### config.mk
export PLATFORM = sky130hd
export DESIGN_NAME = dht_front
export DESIGN_NICKNAME = d
export VERILOG_FILES = /design/src/hw/rtl/dht_pkg.sv /design/src/hw/rtl/dht_front.sv
export SDC_FILE = /design/constraint.sdc
export NUM_CORES = 1
export LEC_CHECK = 0
export BUFFER_PORTS_ARGS = -buffer_cell sky130_fd_sc_hd__buf_2
export CORE_ASPECT_RATIO = 0.5
export CORE_MARGIN = 1.5
export CORE_UTILIZATION = 55
export DETAILED_ROUTE_END_ITERATION = 12
export GPL_TIMING_DRIVEN = 0
export PLACE_DENSITY_LB_ADDON = 0.05
export SLEW_MARGIN = 20
export SYNTH_ARGS = -nofsm -noshare
export SYNTH_HDL_FRONTEND = slang
export SYNTH_SLANG_ARGS = --single-unit
### constraint.sdc
create_clock -name clk -period 14.5 [get_ports clk]
set_input_delay 2.175 -clock clk [delete_from_list [all_inputs] [get_ports clk]]
set_output_delay 2.175 -clock clk [all_outputs]
set_load 0.03 [all_outputs]
### src/hw/rtl/dht_pkg.sv
`default_nettype none
package dht_pkg;

    localparam int KEY_W = 32;

    localparam logic [2:0] ST_INSERTED = 3'd0;
    localparam logic [2:0] ST_PRESENT  = 3'd1;
    localparam logic [2:0] ST_FULL     = 3'd2;
    localparam logic [2:0] ST_NOSLOT   = 3'd3;
    localparam logic [2:0] ST_FOUND    = 3'd4;
    localparam logic [2:0] ST_NOTFOUND = 3'd5;

    localparam logic KIND_INSERT = 1'b0;
    localparam logic KIND_SEARCH = 1'b1;

    typedef struct packed {
        logic        kind;
        logic [31:0] key;
    } dht_req_t;

    typedef struct packed {
        logic [2:0]  status;
        logic [9:0]  slot_index;
        logic [10:0] probe_count;
        logic [10:0] occupancy;
    } dht_rsp_t;

    // Request after classification: kind, key and second hash.
    typedef struct packed {
        logic        kind;
        logic [31:0] key;
        logic [31:0] h2;
    } dht_job_t;

    // One mixing round of the one-at-a-time hash.
    function automatic logic [31:0] oaat_round(input logic [31:0] h, input logic [7:0] b);
        logic [31:0] t;
        t = h + {24'd0, b};
        t = t + (t << 10);
        t = t ^ (t >> 6);
        return t;
    endfunction

    function automatic logic [31:0] oaat_final(input logic [31:0] h);
        logic [31:0] t;
        t = h + (h << 3);
        t = t ^ (t >> 11);
        t = t + (t << 15);
        return t;
    endfunction

endpackage
`default_nettype wire

### src/hw/rtl/dht_front.sv
`default_nettype none
// Computes the second hash over two register stages and hands the job on.
module dht_front
    import dht_pkg::*;
(
    input  wire logic     clk,
    input  wire logic     rst_n,
    input  wire dht_req_t req,
    input  wire logic     push,
    output logic          full,
    output dht_job_t      job,
    output logic          job_valid,
    input  wire logic     job_take
);
    logic     s1_valid_reg, s1_valid_next;
    dht_req_t s1_req_reg;
    logic [31:0] s1_h_reg;
    logic     s2_valid_reg, s2_valid_next;
    dht_job_t s2_job_reg;
    logic [31:0] h_fin;
    logic s2_free, s1_move;

    assign s2_free = !s2_valid_reg || job_take;
    assign s1_move = s1_valid_reg && s2_free;
    assign full    = s1_valid_reg && !s1_move;

    always_comb
    begin
        h_fin = oaat_final(oaat_round(oaat_round(s1_h_reg, s1_req_reg.key[23:16]),
                                      s1_req_reg.key[31:24]));
        s1_valid_next = (push && !full) || (s1_valid_reg && !s1_move);
        s2_valid_next = s1_move || (s2_valid_reg && !job_take);
    end

    always_ff @(posedge clk or negedge rst_n)
    begin
        if (!rst_n)
        begin
            s1_valid_reg <= 1'b0;
            s2_valid_reg <= 1'b0;
        end
        else
        begin
            s1_valid_reg <= s1_valid_next;
            s2_valid_reg <= s2_valid_next;
        end
    end

    always_ff @(posedge clk)
    begin
        if (push && !full)
        begin
            s1_req_reg <= req;
            s1_h_reg   <= oaat_round(oaat_round(32'd0, req.key[7:0]), req.key[15:8]);
        end
        if (s1_move)
        begin
            s2_job_reg.kind <= s1_req_reg.kind;
            s2_job_reg.key  <= s1_req_reg.key;
            s2_job_reg.h2   <= (h_fin == 32'd0) ? 32'd1 : h_fin;
        end
    end

    assign job       = s2_job_reg;
    assign job_valid = s2_valid_reg;
endmodule
`default_nettype wire

==> metrics.txt <==
placer congestion estimate=0.9122; Layout fillers=1812; vias in the first global route=9615; cell taking the most area after synthesis=edfxtp_1; DRT Wirelength=28530 um; Min Hold Slack=421.1 ps; synth warn=0; status=completed; worst setup path category=reg -> reg; Period minus WS final=13550 ps; critical path's slowest cell=nor4_2; Final WS setup=949.6 ps; CORE AREA=21870 sq um; vias=9724; Post-Layout Cell Count=1706; Slew HR=0.4729; Synth Register Bits=130; IO Port Bufs=103; Setup TNS Final=0 ps; Most common cell on crit path=ha_1; Hold Vio Cnt, Final=0; worst endpoint data arrival time=13830 ps; Post-DRT Antenna Nets=0; worst reg2reg path depth=52; Syn Inst Count=1269; share of cells above drive strength 1=0.1415; Post-Syn Area=12370 sq um; Final Skew=9.224 ps; pre-CTS setup slack=944.4 ps; most common cell in the netlist=xnor2_1; P&R area growth vs syn=12.67%; top cells by count, synth=152 x xnor2_1, 128 x edfxtp_1, 118 x ha_1; drt wl/cell=16.72 um; DRT iter0 DRCs=627; Worst Tran Pin Value=785.0 ps; share of the synthesized area in the top cell type=0.3108; count of pins over their slew limit=0; first-pass GRT wire length=45630 um; setup violators final=0; initial antenna violation count=0; ant diodes=0; Multi-input gate area=8138 sq um; IO Count=104; worst path buffer plus inverter count=3; Crit. Startpoint=s1_h_reg[0]$_DFFE_PP_; Via density=5.700; final worst path period share=0.9345; number of CTS-inserted buffers=17; cell count after placement=1674; Hold Path Stages=0; TritonCTS clock tree=built; Hold Startpoint=s1_req_reg[7]$_DFFE_PP_; CTS Hold Buffers Added=0; fmax=73.80 MHz; CP delay by family, top=compound AO/OA/AOI/OAI gates; RSZ-0062 raised after global routing=false; residual DRC count=0; largest net degree at the start of global routing=52; syn nets=1432; Yosys cell types=96; Clock transition at path regs=60 ps; flip-flop count of the largest register after layout=65; grt total ovfl=0; Die Y-Extent=109.0 um; max-cap violations=0; Critical Path Start Type=register; half-perimeter wire length after placement=23390 um; die width=215.1 um; DR pass1 iterations=6; critical path fanouts, max=9; clk_lat worst skew=440 ps; Critical Path Max Stage Delay=590 ps; CP required=14780 ps; Clock Tree Root=clkbuf_16; CP Capture Type=register; post-synthesis async set-or-reset flop share=0.01538; starting density of the core=0.5654; Reg2Reg Launch Point=s1_h_reg[0]$_DFFE_PP_; GRT Util Overall=0.2477; ys flop type=edfxtp_1; clock sink count=130; Die ar.=23450 sq um; sequential share of the synthesized area=0.3149; Seq. cell area=3894 sq um; FP Rows=38; number of flops mapped to enable cells by yosys=128; largest cells by area after synthesis=edfxtp_1 31%, ha_1 12%, xnor2_1 11%, xor2_1 6.9%, a21oi_1 4.0%; synthesized area per cell=9.745 sq um; Hold Crit Class=reg -> reg; # H-tree levels=4; Max Buffers Root-to-Sink=2; Layout Nets=1556; Levels on crit path=52
-- logic make-up after synthesis --
group / share of synthesized area
other cells: 0.0003032
simple gates: 0.1441
buf+inv: 0.02813
compound gates: 0.1815
flops: 0.3149
xor+xnor: 0.1964
mux: 0.001619
fa+ha+maj: 0.1331
-- worst register-to-register path, delay by kind of cell (launching register included) --
family / cells / cell delay, ps
compound gates: 20 / 4610
simple gates: 15 / 4040
fa+ha+maj: 7 / 2390
xor+xnor: 7 / 1640
flops: 1 / 400
buf+inv: 3 / 310
-- per-stage QoR --
stage                       util  cell area, sq um
after floorplan                -             12370
after global placement    0.6062             13260
after detailed placement  0.6086             13310
after CTS                 0.6367             13930
after global routing      0.6371             13930
final                     0.6371             13930
-- cell usage in the layout, fill, tap and decap left out, drive strengths merged, types with 4 or more instances in the layout --
cell / count
nor3: 18
a21oi: 103
or2: 5
o41ai: 4
nor2b: 23
clkbuf: 25
nand3: 36
o22ai: 5
inv: 71
or4: 7
a31o: 4
a21boi: 5
nand3b: 6
fa: 8
a31oi: 10
a211o: 4
or3: 9
nor4: 5
nand4: 15
nand2b: 18
a21o: 46
xor2: 99
o21a: 10
nor2: 76
and2: 11
a311oi: 5
o311ai: 6
edfxtp: 128
o21ai: 59
nand2: 74
o21bai: 12
ha: 118
o211ai: 13
a211oi: 12
buf: 121
xnor3: 7
and3: 15
xnor2: 153
o31a: 4
and4: 6
-- final cells by class --
type,count,share of cell area
multi-input combinational,1053,0.5840
inverter,62,0.01670
timing repair buffer,105,0.04041
clock buffer,17,0.03053
buffer,24,0.008261
tap,300,0.02694
sequential,130,0.2795
clock inverter,15,0.01365
-- layer usage --
layer  wire length (um)  up-vias  GRT usage
met5                  0        -          0
met4                688        0    0.09491
met3                993       54    0.04128
met2              14270      225     0.4681
met1              12580     4528     0.2852
li1                   -     4917          -
-- timing repair --
item / in CTS / in global routing
setup buffers: 0 / 0
setup endpoints to repair: 0 / 1
gates resized for setup: 0 / 2
-- final timing paths --
check	to	slack, ps
worst max-delay path	job[0]$_SDFFCE_PN1P_	950
worst min-delay path	job[39]$_DFFE_PP_	420
worst max register to register	job[0]$_SDFFCE_PN1P_	950
worst min register to register	job[39]$_DFFE_PP_	420
max in group asynchronous	s1_valid_reg$_DFF_PN0_	12900
min in group asynchronous	job_valid$_DFF_PN0_	1500
Power is left out: the tool's default activity adds up to more than one toggle a clock period on the data nets, which glitch-free logic cannot reach.
